===== config.mk =====
export PLATFORM = sky130hd
export DESIGN_NAME = csv_cell_number_parser
export DESIGN_NICKNAME = d
export VERILOG_FILES = /design/src/rtl/cnp_pkg.sv /design/src/rtl/cnp_cell_acc.sv /design/src/rtl/csv_cell_number_parser.sv
export SDC_FILE = /design/constraint.sdc
export NUM_CORES = 1
export LEC_CHECK = 0
export BUFFER_PORTS_ARGS = -buffer_cell sky130_fd_sc_hd__buf_2
export CAP_MARGIN = 20
export CORE_ASPECT_RATIO = 1.5
export CORE_MARGIN = 2
export CORE_UTILIZATION = 65
export CTS_BUF_LIST = sky130_fd_sc_hd__clkbuf_16
export CTS_CLUSTER_SIZE = 10
export DETAILED_ROUTE_END_ITERATION = 10
export PLACE_DENSITY = 0.86
export SLEW_MARGIN = 40
export SYNTH_ARGS = -nofsm -noshare
export SYNTH_HDL_FRONTEND = slang
export SYNTH_SLANG_ARGS = --single-unit

===== constraint.sdc =====
create_clock -name clk -period 14.35 [get_ports clk]
set_input_delay 1.435 -clock clk [delete_from_list [all_inputs] [get_ports clk]]
set_output_delay 1.435 -clock clk [all_outputs]
set_load 0.01 [all_outputs]

===== src/rtl/cnp_pkg.sv =====
// Shared character codes, character classes and cell status types for the CSV cell parser.
package cnp_pkg;

  // Integer part of the fixed-point result is always 32 bits wide
  localparam int INTEGER_BITS = 32;

  // Character codes
  localparam logic [7:0] CHAR_COMMA   = 8'h2C;
  localparam logic [7:0] CHAR_NEWLINE = 8'h0A;
  localparam logic [7:0] CHAR_POINT   = 8'h2E;
  localparam logic [7:0] CHAR_ZERO    = 8'h30;
  localparam logic [7:0] CHAR_NINE    = 8'h39;
  localparam logic [7:0] CHAR_SPACE   = 8'h20;
  localparam logic [7:0] CHAR_TAB     = 8'h09;
  localparam logic [7:0] CHAR_VTAB    = 8'h0B;
  localparam logic [7:0] CHAR_FFEED   = 8'h0C;
  localparam logic [7:0] CHAR_CR      = 8'h0D;

  // Fraction digit index saturates here; every weight past it is zero
  localparam logic [3:0] FRAC_IDX_MAX = 4'd10;

  typedef enum logic [2:0] {
    CC_SEP,
    CC_SPACE,
    CC_DIGIT,
    CC_POINT,
    CC_OTHER
  } char_class_t;

  // Status flags of a finished cell
  typedef struct packed {
    logic is_number;
    logic text_empty;
  } cell_flags_t;

  function automatic char_class_t classify(input logic [7:0] c);
    char_class_t cls;
    if (c == CHAR_COMMA || c == CHAR_NEWLINE) begin
      cls = CC_SEP;
    end else if (c == CHAR_SPACE || c == CHAR_TAB || c == CHAR_VTAB ||
                 c == CHAR_FFEED || c == CHAR_CR) begin
      cls = CC_SPACE;
    end else if (c >= CHAR_ZERO && c <= CHAR_NINE) begin
      cls = CC_DIGIT;
    end else if (c == CHAR_POINT) begin
      cls = CC_POINT;
    end else begin
      cls = CC_OTHER;
    end
    return cls;
  endfunction

endpackage


===== src/rtl/cnp_cell_acc.sv =====
// Per-cell accumulator: trim tracking, numeric check and fixed-point value build-up.
module cnp_cell_acc #(
  parameter int POSITION_BITS = 32,
  parameter int FRACTION_BITS = 24
) (
  input  logic                                           clk,
  input  logic                                           rst_n,
  input  logic                                           step,
  input  logic [7:0]                                     text_byte,
  input  logic [POSITION_BITS-1:0]                       pos,
  output cnp_pkg::cell_flags_t                           flags,
  output logic [cnp_pkg::INTEGER_BITS+FRACTION_BITS-1:0] value,
  output logic [POSITION_BITS-1:0]                       first_pos,
  output logic [POSITION_BITS-1:0]                       last_pos
);

  localparam int IB = cnp_pkg::INTEGER_BITS;

  // Weight of the k-th fraction digit: floor(2^F / 10^k)
  localparam logic [FRACTION_BITS-1:0] W1 = FRACTION_BITS'((64'd1 << FRACTION_BITS) / 64'd10);
  localparam logic [FRACTION_BITS-1:0] W2 = FRACTION_BITS'((64'd1 << FRACTION_BITS) / 64'd100);
  localparam logic [FRACTION_BITS-1:0] W3 =
    FRACTION_BITS'((64'd1 << FRACTION_BITS) / 64'd1000);
  localparam logic [FRACTION_BITS-1:0] W4 =
    FRACTION_BITS'((64'd1 << FRACTION_BITS) / 64'd10000);
  localparam logic [FRACTION_BITS-1:0] W5 =
    FRACTION_BITS'((64'd1 << FRACTION_BITS) / 64'd100000);
  localparam logic [FRACTION_BITS-1:0] W6 =
    FRACTION_BITS'((64'd1 << FRACTION_BITS) / 64'd1000000);
  localparam logic [FRACTION_BITS-1:0] W7 =
    FRACTION_BITS'((64'd1 << FRACTION_BITS) / 64'd10000000);
  localparam logic [FRACTION_BITS-1:0] W8 =
    FRACTION_BITS'((64'd1 << FRACTION_BITS) / 64'd100000000);
  localparam logic [FRACTION_BITS-1:0] W9 =
    FRACTION_BITS'((64'd1 << FRACTION_BITS) / 64'd1000000000);

  logic                     seen_r, seen_nxt;
  logic                     pend_r, pend_nxt;
  logic                     ok_r, ok_nxt;
  logic                     point_r, point_nxt;
  logic [IB-1:0]            int_r, int_nxt;
  logic [FRACTION_BITS-1:0] frac_r, frac_nxt;
  logic [3:0]               fidx_r, fidx_nxt;
  logic [POSITION_BITS-1:0] first_r, first_nxt;
  logic [POSITION_BITS-1:0] last_r, last_nxt;

  cnp_pkg::char_class_t     cls;
  logic [3:0]               digit;
  logic [FRACTION_BITS-1:0] weight;
  logic [IB+3:0]            int_x10;
  logic [FRACTION_BITS+3:0] frac_add;
  logic                     ok_eff;

  assign cls   = cnp_pkg::classify(text_byte);
  assign digit = 4'(text_byte - cnp_pkg::CHAR_ZERO);

  // Fraction digit weight lookup
  always_comb begin
    case (fidx_r)
      4'd1:    weight = W1;
      4'd2:    weight = W2;
      4'd3:    weight = W3;
      4'd4:    weight = W4;
      4'd5:    weight = W5;
      4'd6:    weight = W6;
      4'd7:    weight = W7;
      4'd8:    weight = W8;
      4'd9:    weight = W9;
      default: weight = '0;
    endcase
  end

  // x*10 + d as shift-add, and the fraction multiply-add
  assign int_x10  = {1'b0, int_r, 3'b000} + {3'b000, int_r, 1'b0} + {{IB{1'b0}}, digit};
  assign frac_add = {4'b0000, frac_r} +
                    ({4'b0000, weight} * {{FRACTION_BITS{1'b0}}, digit});

  // Content after trailing whitespace breaks the number
  assign ok_eff = ok_r && !(seen_r && pend_r);

  // Next-state logic for one byte
  always_comb begin
    seen_nxt  = seen_r;
    pend_nxt  = pend_r;
    ok_nxt    = ok_r;
    point_nxt = point_r;
    int_nxt   = int_r;
    frac_nxt  = frac_r;
    fidx_nxt  = fidx_r;
    first_nxt = first_r;
    last_nxt  = last_r;
    case (cls)
      cnp_pkg::CC_SEP: begin
        seen_nxt  = 1'b0;
        pend_nxt  = 1'b0;
        ok_nxt    = 1'b1;
        point_nxt = 1'b0;
        int_nxt   = '0;
        frac_nxt  = '0;
        fidx_nxt  = '0;
        first_nxt = '0;
        last_nxt  = '0;
      end
      cnp_pkg::CC_SPACE: begin
        if (seen_r) begin
          pend_nxt = 1'b1;
        end
      end
      default: begin
        if (!seen_r) begin
          seen_nxt  = 1'b1;
          first_nxt = pos;
        end
        pend_nxt = 1'b0;
        last_nxt = pos;
        ok_nxt   = ok_eff;
        if (ok_eff) begin
          if (cls == cnp_pkg::CC_DIGIT) begin
            if (!point_r) begin
              int_nxt = (int_x10[IB+3:IB] != 4'd0) ? {IB{1'b1}} : int_x10[IB-1:0];
            end else begin
              frac_nxt = frac_add[FRACTION_BITS-1:0];
              if (fidx_r != cnp_pkg::FRAC_IDX_MAX) begin
                fidx_nxt = fidx_r + 4'd1;
              end
            end
          end else if (cls == cnp_pkg::CC_POINT) begin
            if (point_r) begin
              ok_nxt = 1'b0;
            end else begin
              point_nxt = 1'b1;
              fidx_nxt  = 4'd1;
            end
          end else begin
            ok_nxt = 1'b0;
          end
        end
      end
    endcase
  end

  // Cell state registers
  always_ff @(posedge clk) begin
    if (!rst_n) begin
      seen_r  <= 1'b0;
      pend_r  <= 1'b0;
      ok_r    <= 1'b1;
      point_r <= 1'b0;
      int_r   <= '0;
      frac_r  <= '0;
      fidx_r  <= '0;
      first_r <= '0;
      last_r  <= '0;
    end else if (step) begin
      seen_r  <= seen_nxt;
      pend_r  <= pend_nxt;
      ok_r    <= ok_nxt;
      point_r <= point_nxt;
      int_r   <= int_nxt;
      frac_r  <= frac_nxt;
      fidx_r  <= fidx_nxt;
      first_r <= first_nxt;
      last_r  <= last_nxt;
    end
  end

  // Cell summary as seen at a separator
  assign flags.is_number  = ok_r;
  assign flags.text_empty = !seen_r;
  assign value            = ok_r ? {int_r, frac_r} : '0;
  assign first_pos        = seen_r ? first_r : '0;
  assign last_pos         = seen_r ? last_r : '0;

endmodule


===== src/rtl/csv_cell_number_parser.sv =====
// CSV cell splitter with whitespace trim and decimal-to-Q32.F fixed-point parse.
//
// Accepts one text byte per clock and emits one result transaction for every comma or
// newline, describing the cell it closes. Each byte is captured into an input register
// and processed from there by a single pass of shift-add and small multiply-add logic;
// a cell result is registered in the output register when its separator byte leaves
// the input register. Sustained rate is one byte per cycle; the input only
// stalls when a separator reaches the processing stage while the output register still
// holds an untaken result. Positions count every byte, separators included, and wrap
// at 2^POSITION_BITS.
module csv_cell_number_parser #(
  parameter int POSITION_BITS = 32,
  parameter int FRACTION_BITS = 24
) (
  input  logic                                           clk,
  input  logic                                           rst_n,
  input  logic                                           in_valid,
  output logic                                           in_stall,
  input  logic [7:0]                                     in_text_byte,
  output logic                                           out_valid,
  input  logic                                           out_stall,
  output logic                                           out_is_number,
  output logic [cnp_pkg::INTEGER_BITS+FRACTION_BITS-1:0] out_number_value,
  output logic                                           out_text_empty,
  output logic [POSITION_BITS-1:0]                       out_text_first,
  output logic [POSITION_BITS-1:0]                       out_text_last,
  output logic                                           out_row_end
);

  localparam int VB = cnp_pkg::INTEGER_BITS + FRACTION_BITS;

  logic                     in_vld_r;
  logic [7:0]               in_byte_r;
  logic [POSITION_BITS-1:0] pos_r;
  logic                     is_sep;
  logic                     adv;
  logic                     in_acc;

  cnp_pkg::cell_flags_t     flags;
  logic [VB-1:0]            value;
  logic [POSITION_BITS-1:0] first_pos;
  logic [POSITION_BITS-1:0] last_pos;

  logic                     out_vld_r;
  logic                     is_num_r;
  logic [VB-1:0]            value_r;
  logic                     empty_r;
  logic [POSITION_BITS-1:0] first_r;
  logic [POSITION_BITS-1:0] last_r;
  logic                     row_end_r;

  // Handshake: a separator needs a free output slot, other bytes always move on
  assign is_sep   = (cnp_pkg::classify(in_byte_r) == cnp_pkg::CC_SEP);
  assign adv      = in_vld_r && (!is_sep || !out_vld_r || !out_stall);
  assign in_stall = in_vld_r && !adv;
  assign in_acc   = in_valid && !in_stall;

  // Input register and byte position counter
  always_ff @(posedge clk) begin
    if (!rst_n) begin
      in_vld_r <= 1'b0;
      pos_r    <= '0;
    end else begin
      if (in_acc) begin
        in_vld_r <= 1'b1;
      end else if (adv) begin
        in_vld_r <= 1'b0;
      end
      if (adv) begin
        pos_r <= pos_r + POSITION_BITS'(1);
      end
    end
  end

  always_ff @(posedge clk) begin
    if (in_acc) begin
      in_byte_r <= in_text_byte;
    end
  end

  cnp_cell_acc #(
    .POSITION_BITS (POSITION_BITS),
    .FRACTION_BITS (FRACTION_BITS)
  ) u_cell (
    .clk       (clk),
    .rst_n     (rst_n),
    .step      (adv),
    .text_byte (in_byte_r),
    .pos       (pos_r),
    .flags     (flags),
    .value     (value),
    .first_pos (first_pos),
    .last_pos  (last_pos)
  );

  // Result register
  always_ff @(posedge clk) begin
    if (!rst_n) begin
      out_vld_r <= 1'b0;
    end else if (adv && is_sep) begin
      out_vld_r <= 1'b1;
    end else if (!out_stall) begin
      out_vld_r <= 1'b0;
    end
  end

  always_ff @(posedge clk) begin
    if (adv && is_sep) begin
      is_num_r  <= flags.is_number;
      value_r   <= value;
      empty_r   <= flags.text_empty;
      first_r   <= first_pos;
      last_r    <= last_pos;
      row_end_r <= (in_byte_r == cnp_pkg::CHAR_NEWLINE);
    end
  end

  assign out_valid        = out_vld_r;
  assign out_is_number    = is_num_r;
  assign out_number_value = value_r;
  assign out_text_empty   = empty_r;
  assign out_text_first   = first_r;
  assign out_text_last    = last_r;
  assign out_row_end      = row_end_r;

endmodule


; ---- Word level (Yosys, flattened, before mapping)
; Memories as Yosys holds them, arrays and structs flattened. A register that Yosys moved wholly into a read port is not among the register bits.
; Index checks and enable logic that the tools add are counted.
[totals]
latchBits = 0
memories = 1
ramBits = 0
in_bits = 12
wordCells = 127
output_inout_bits = 125
romBits = 304
ff_bits = 293
[mem_list]
columns = name, depth, width, read_ports, rd_ports_with_merged_regs, wr, line
row1 = (no name shown), 16, 19, 1, 1, 0, cnp_cell_acc.sv:59  ; case (fidx_r)
[op_classes]
add_sub_neg = 6
mul = 1
n_mux = 41
reduce_logical = 36
n_shift = 0
n_lt_le_gt_ge = 2
bitwise_logic = 1
div_mod_pow = 0
n_eq_ne = 20
[op_table]
columns = operator, n
row1 = $pmux 32 s2, 3
row2 = $mux 32, 5
row3 = $mux 24, 3
row4 = $pmux 24 s2, 1
row5 = $eq 8x4->1 const B, 5
row6 = $add 35x33->36, 1
row7 = $add 36x4->36, 1
row8 = $add 32x1->32 const B, 1
row9 = $mux 4, 8
row10 = $add 24x24->24, 1
row11 = $eq 8x6->1 const B, 3
row12 = $mul 24x4->24, 1
row13 = $reduce_and 5->1, 3
row14 = $mux 1, 13
row15 = $mux 3, 4
row16 = $reduce_bool 2->1, 5
row17 = $ge 8x6->1 const B, 1
row18 = $le 8x6->1 const B, 1
row19 = $pmux 4 s2, 1
row20 = $logic_and 1x1->1, 7
row21 = $logic_not 1->1, 7
row22 = $logic_or 1x1->1, 7
row23 = $reduce_and 7->1, 1
row24 = $eq 3x2->1 const B, 2
row25 = 15 further kinds, 22

; ---- Logic depth before layout (Yosys ltp)
[depth]
word_depth = 17
ltp_mapped = 19
mapped_depth_nobuf = 18

; ---- Hierarchy
; Synthesis repeated with hierarchy kept, for this count alone.
[hier_totals]
hier_cells = 1725
hier_area_um2 = 16966.3
[modules_own_cells]
columns = module, n_inst, seq_area_each_um2, area_per_inst_um2, cells_per_inst
row1 = cnp_cell_acc, 1, 2802.7, 11180.7, 1380
row2 = csv_cell_number_parser, 1, 4614.4, 5785.5, 345

; ---- Worst setup path before layout
; Ideal clock, no wire load.
[synth_timing]
kind = input to register
startpoint = in out_stall
endpoint = reg is_num_r (netlist: out_is_number), enable pin
setup_time_ns = 0.607
path_slack_ns = 6.875
path_buffers = 0
required_ns = 13.743
t_arrival_ns = 6.868
path_stages = 3
cell_sequence = nand2_1 o21ai_2 nor2_1
[synth_via]
elab_chain_cells = 4
[synth_rtl]
columns = element, line
row1 = "start, declared", csv_cell_number_parser.sv:21  ; input logic out_stall,
row2 = $logic_not 1->1, --
row3 = $logic_or 1x1->1, csv_cell_number_parser.sv:54  ; assign adv = in_vld_r && (!is_sep || !out_vld_r || !out_stall);
row4 = $logic_and 1x1->1, csv_cell_number_parser.sv:54
row5 = $logic_and 1x1->1, csv_cell_number_parser.sv:108  ; if (adv && is_sep) begin
row6 = "end signal, assigned", csv_cell_number_parser.sv:109  ; is_num_r <= flags.is_number;
row7 = "end, declared", csv_cell_number_parser.sv:45  ; logic is_num_r;
; No other way between the ends.
; A chain may end at the register's enable or synchronous reset.

; ---- Worst setup path in the final report
[layout_timing]
startpoint = reg in_byte_r[1]
endpoint = reg u_cell.frac_r[20]
[layout_via]
elab_chain_cells = 13
elab_cells_between_ends = 39
classes_between = add/sub (2) / mul (1) / order compare (2) / eq/ne (10) / mux (8) / bitwise (1) / reduce/logical (15)
[layout_rtl]
columns = element, line
row1 = "start, declared", csv_cell_number_parser.sv:33  ; logic [7:0] in_byte_r;
row2 = "start signal, assigned", csv_cell_number_parser.sv:77  ; in_byte_r <= in_text_byte;
row3 = branches (longest 13 deep; another with $mul 24x4->24), --
row4 = "end signal, assigned", cnp_cell_acc.sv:160  ; frac_r <= frac_nxt;
row5 = "end, declared", cnp_cell_acc.sv:42  ; logic [FRACTION_BITS-1:0] frac_r, frac_nxt;
; Parallel ways; which one is timed is not known. The select of a mux whose other input is x is not followed.

==> summary.txt <==
Status -> complete, no violations
Detail Route Antenna Nets -> 0
Final Slew Violations -> 0
Post-CTS Setup Inserts -> 0
DRC errors left -> 0
Starting Density -> 66.0%
Finish-stage setup viols -> 0
Sequential cell area -> 7420 um^2
Initial antenna violation count -> 0
Largest net degree at the start of global routing -> 97
I/O Pins -> 137
Worst setup EP type -> flop
Final hold vios -> 0
Max-cap violations -> 0
CP Launch Type -> flop
Warnings, synthesis -> 0
Syn-to-layout area delta -> 11.8%
Sw power -> 381 uW
Overflow after GRT -> 0
Pwr Density -> 95.0 nW/um^2
All-Layer GR Usage -> 28.0%
Placer Congestion -> 0.914
Crit path to -> u_cell.frac_r[20]
Drt pass-1 iters -> 5
Arr. time, crit path -> 5.49 ns
Reg clk slew, reported paths -> 0.06 ns
RSZ-0062 raised after global routing -> no
Switching Fraction -> 21.7%
Die Height -> 199 um
Clk sinks -> 305
First-pass GRT wire length -> 59,500 um
Via/cell ratio -> 5.86
DP HPWL -> 26,100 um
Setup CP Type -> reg2reg
Slew @ Worst Pin -> 0.911 ns
Reg2Reg Setup Slack -> 9.27 ns
CP startpoint -> in_byte_r[1]
Placed Instances -> 2,002
Final TNS setup -> 0 ns
Static leakage -> 0.00848 uW
Register area share after synthesis -> 45.0%
Clock skew -> 0.0119 ns
Min Clock Period, post-route -> 5.08 ns
Die area -> 26,700 um^2
Seq pwr share -> 52.0%
Max clock buf depth -> 3
Post-Syn Area -> 16,500 um^2
Reg-to-reg startpoint -> in_byte_r[1]
Fraction of layout cells with a size suffix above 1 -> 12.2%
Fin nets -> 1,886
CTS tree -> built
Clock Tree Root -> clkbuf_16
Worst VDD drop -> 0.0888 mV
Synthesis-stage register bit count -> 305
Die width -> 134 um
Non-filler instance count after layout -> 2,066
Max Fclk -> 197 MHz
P_int -> 1370 uW
Pwr Total -> 1750 uW
Worst path required time -> 14.76 ns
Worst-Skew Late Latency -> 0.53 ns
Cells after synthesis -> 1,597
Reg-to-reg endpoint -> u_cell.frac_r[20]
DRT iter0 DRCs -> 855
Clk pwr share -> 45.5%
Final wirelength -> 36,700 um
Rows -> 71
Hold WS -> 0.464 ns
FF-to-FF path depth -> 16
Multi-input gate area -> 8190 um^2
Antenna cells -> 0
Async SR Flop Fraction -> 0%
Number of flops mapped to enable cells by yosys -> 131
Routed length per instance -> 17.7 um
Hold Path Class -> reg2reg
Top_reg_cell synth -> dfxtp_1
Via count -> 12,100
Syn avg cell area -> 10.3 um^2
Crit Path Max Fanout -> 19
Final Cycle Share -> 35.4%
Fillers -> 1,766
# hold bufs at CTS -> 0
Net Count, Synth -> 1,771
Rel. slew slack -> 39.1%
H-tree depth -> 2
Netlist cell types -> 69
Combinational fraction of design power -> 2.6%
Core footprint -> 25,000 um^2
Number of global-route vias before repair -> 12,000
Cts bufs inserted -> 36
Post-CTS Resized -> 0
Port buffer count -> 136
## synthesized netlist by cell type (3+ instances only)
master | n | area share [%]
dfxtp_1 | 174 | 21
and2_1 | 166 | 6.3
inv_1 | 152 | 3.5
edfxtp_1 | 131 | 24
ha_1 | 109 | 8.3
nand2_1 | 98 | 2.2
nor2_1 | 71 | 1.6
nand3_1 | 61 | 1.9
a21oi_1 | 53 | 1.6
fa_1 | 53 | 6.4
o21ai_0 | 47 | 1.4
xnor2_1 | 47 | 2.5
clkbuf_1 | 46 | 1.0
a22o_1 | 44 | 2.3
a21boi_0 | 37 | 1.7
a221o_1 | 26 | 1.6
nor2b_1 | 25 | 0.95
a21o_1 | 19 | 0.87
nand4_1 | 19 | 0.72
xor2_1 | 19 | 1.0
buf_2 | 18 | 0.55
nor3_1 | 17 | 0.52
or3_1 | 14 | 0.53
o21a_1 | 12 | 0.55
o21ai_1 | 11 | 0.33
a211oi_1 | 9 | 0.41
a311oi_1 | 9 | 0.48
o211ai_1 | 9 | 0.41
a22oi_1 | 8 | 0.36
a31oi_1 | 8 | 0.30
nand2b_1 | 7 | 0.27
o21bai_1 | 6 | 0.27
o31ai_1 | 6 | 0.27
and4_1 | 5 | 0.27
and3_1 | 4 | 0.15
nor4_1 | 4 | 0.15
a2111oi_0 | 3 | 0.16
a21boi_1 | 3 | 0.14
a21oi_2 | 3 | 0.16
buf_4 | 3 | 0.14
nand3b_1 | 3 | 0.14
## metal layers
layer,global-route usage [%],vias to the layer above,wire length [um]
met3,3.13,101,1670
met2,50.2,388,19000
met1,33.7,5821,14500
met5,0,-,0
met4,12.8,0,1480
li1,-,5800,-
## how the worst min path moves through the flow
stage / startpoint / end / slack [ns] / cells after the start
finish: u_cell.first_r[31] / u_cell.first_r[31] / 0.46 / 2
global route: u_cell.last_r[5] / u_cell.last_r[5] / 0.47 / 1
CTS: u_cell.first_r[5] / u_cell.first_r[5] / 0.46 / 2
detailed placement: u_cell.last_r[25] / u_cell.last_r[25] / 0.45 / 1
global placement: u_cell.first_r[2] / u_cell.first_r[2] / 0.45 / 2
floorplan: u_cell.ok_r / out_is_number / 0.43 / 0
## metrics by stage
stage	instance area [um^2]	util, %	setup WS (ns)
finish	18400	73.8	9.27
global route	18400	73.8	8.91
CTS	18400	73.8	9.29
detailed placement	17400	69.6	9.31
global placement	17300	69.5	9.43
floorplan	16500	-	6.88
## flip-flops by register name, indices dropped and copies added (netlist names)
| signal | flops |
|---|---|
| u_cell.point_r | 1 |
| out_text_last | 32 |
| out_is_number | 1 |
| out_text_empty | 1 |
| u_cell.seen_r | 1 |
| out_valid | 1 |
| u_cell.weight | 12 |
| u_cell.frac_r | 24 |
| u_cell.pend_r | 1 |
| in_vld_r | 1 |
| pos_r | 32 |
| out_number_value | 56 |
| u_cell.first_r | 32 |
| u_cell.last_r | 32 |
| u_cell.ok_r | 1 |
| u_cell.fidx_r | 4 |
| out_row_end | 1 |
| in_byte_r | 8 |
| out_text_first | 32 |
| u_cell.int_r | 32 |
## logic make-up (layout without fill, tap and decap cells)
kind of cell / count (synthesis) / in the layout / share of synthesized area, %
xor+xnor: 66 / 66 / 3.51
simple gates: 509 / 509 / 16.7
buf+inv: 223 / 364 / 5.38
compound gates: 330 / 330 / 14.6
flops: 305 / 305 / 45.0
mux: 2 / 2 / 0.129
fa+ha+maj: 162 / 162 / 14.7
## placed cells by master, fill, tap and decap left out, types with 4 or more instances in the layout
master / synthesis / routed
inv_1: 152 / 175
dfxtp_1: 174 / 174
and2_1: 166 / 166
buf_2: 18 / 136
edfxtp_1: 131 / 131
ha_1: 109 / 109
nand2_1: 98 / 98
nor2_1: 71 / 70
nand3_1: 61 / 61
a21oi_1: 53 / 53
fa_1: 53 / 53
o21ai_0: 47 / 47
xnor2_1: 47 / 47
a22o_1: 44 / 44
a21boi_0: 37 / 37
clkbuf_16: 0 / 36
a221o_1: 26 / 26
nor2b_1: 25 / 24
nand4_1: 19 / 19
xor2_1: 19 / 19
a21o_1: 19 / 19
nor3_1: 17 / 17
or3_1: 14 / 14
o21a_1: 12 / 12
o21ai_1: 11 / 11
o211ai_1: 9 / 9
a311oi_1: 9 / 9
a211oi_1: 9 / 9
buf_4: 3 / 9
a31oi_1: 8 / 8
a22oi_1: 8 / 8
nand2b_1: 7 / 7
o31ai_1: 6 / 6
o21bai_1: 6 / 6
and4_1: 5 / 5
and3_1: 4 / 4
nor4_1: 4 / 4
## power by group through the flow
stage,logic [uW],clock network (uW),registers [uW]
global placement,42.1,0,928
finish,44.9,796,910
CTS,44.7,808,910
floorplan,32.9,0,924
global route,48.9,842,910
detailed placement,44.2,0,928
## worst max-delay path: stages, from the launching register on
cell and delay, ns:
edfxtp_1 0.63, and2_1 0.29, fa_1 0.51, fa_1 0.54, inv_1 0.06, fa_1 0.51
inv_1 0.04, ha_1 0.34, a21o_1 0.18, a21o_1 0.20, a2111oi_0 0.39, o21ai_1 0.20
a31oi_1 0.22, o21bai_1 0.11, a2111oi_0 0.51, or3_1 0.18, nand3_1 0.06
## area by class of cell
| class | instances | share of cell area (%) |
|---|---|---|
| Clock buffer | 36 | 4.89 |
| Sequential cell | 305 | 40.3 |
| Clock inverter | 28 | 0.774 |
| Inverter | 152 | 3.10 |
| Tap cell | 328 | 2.23 |
| Timing Repair Buffer | 148 | 4.33 |
| Multi-Input combinational cell | 1069 | 44.4 |
Note: power is estimated with default switching activity, not from simulation.
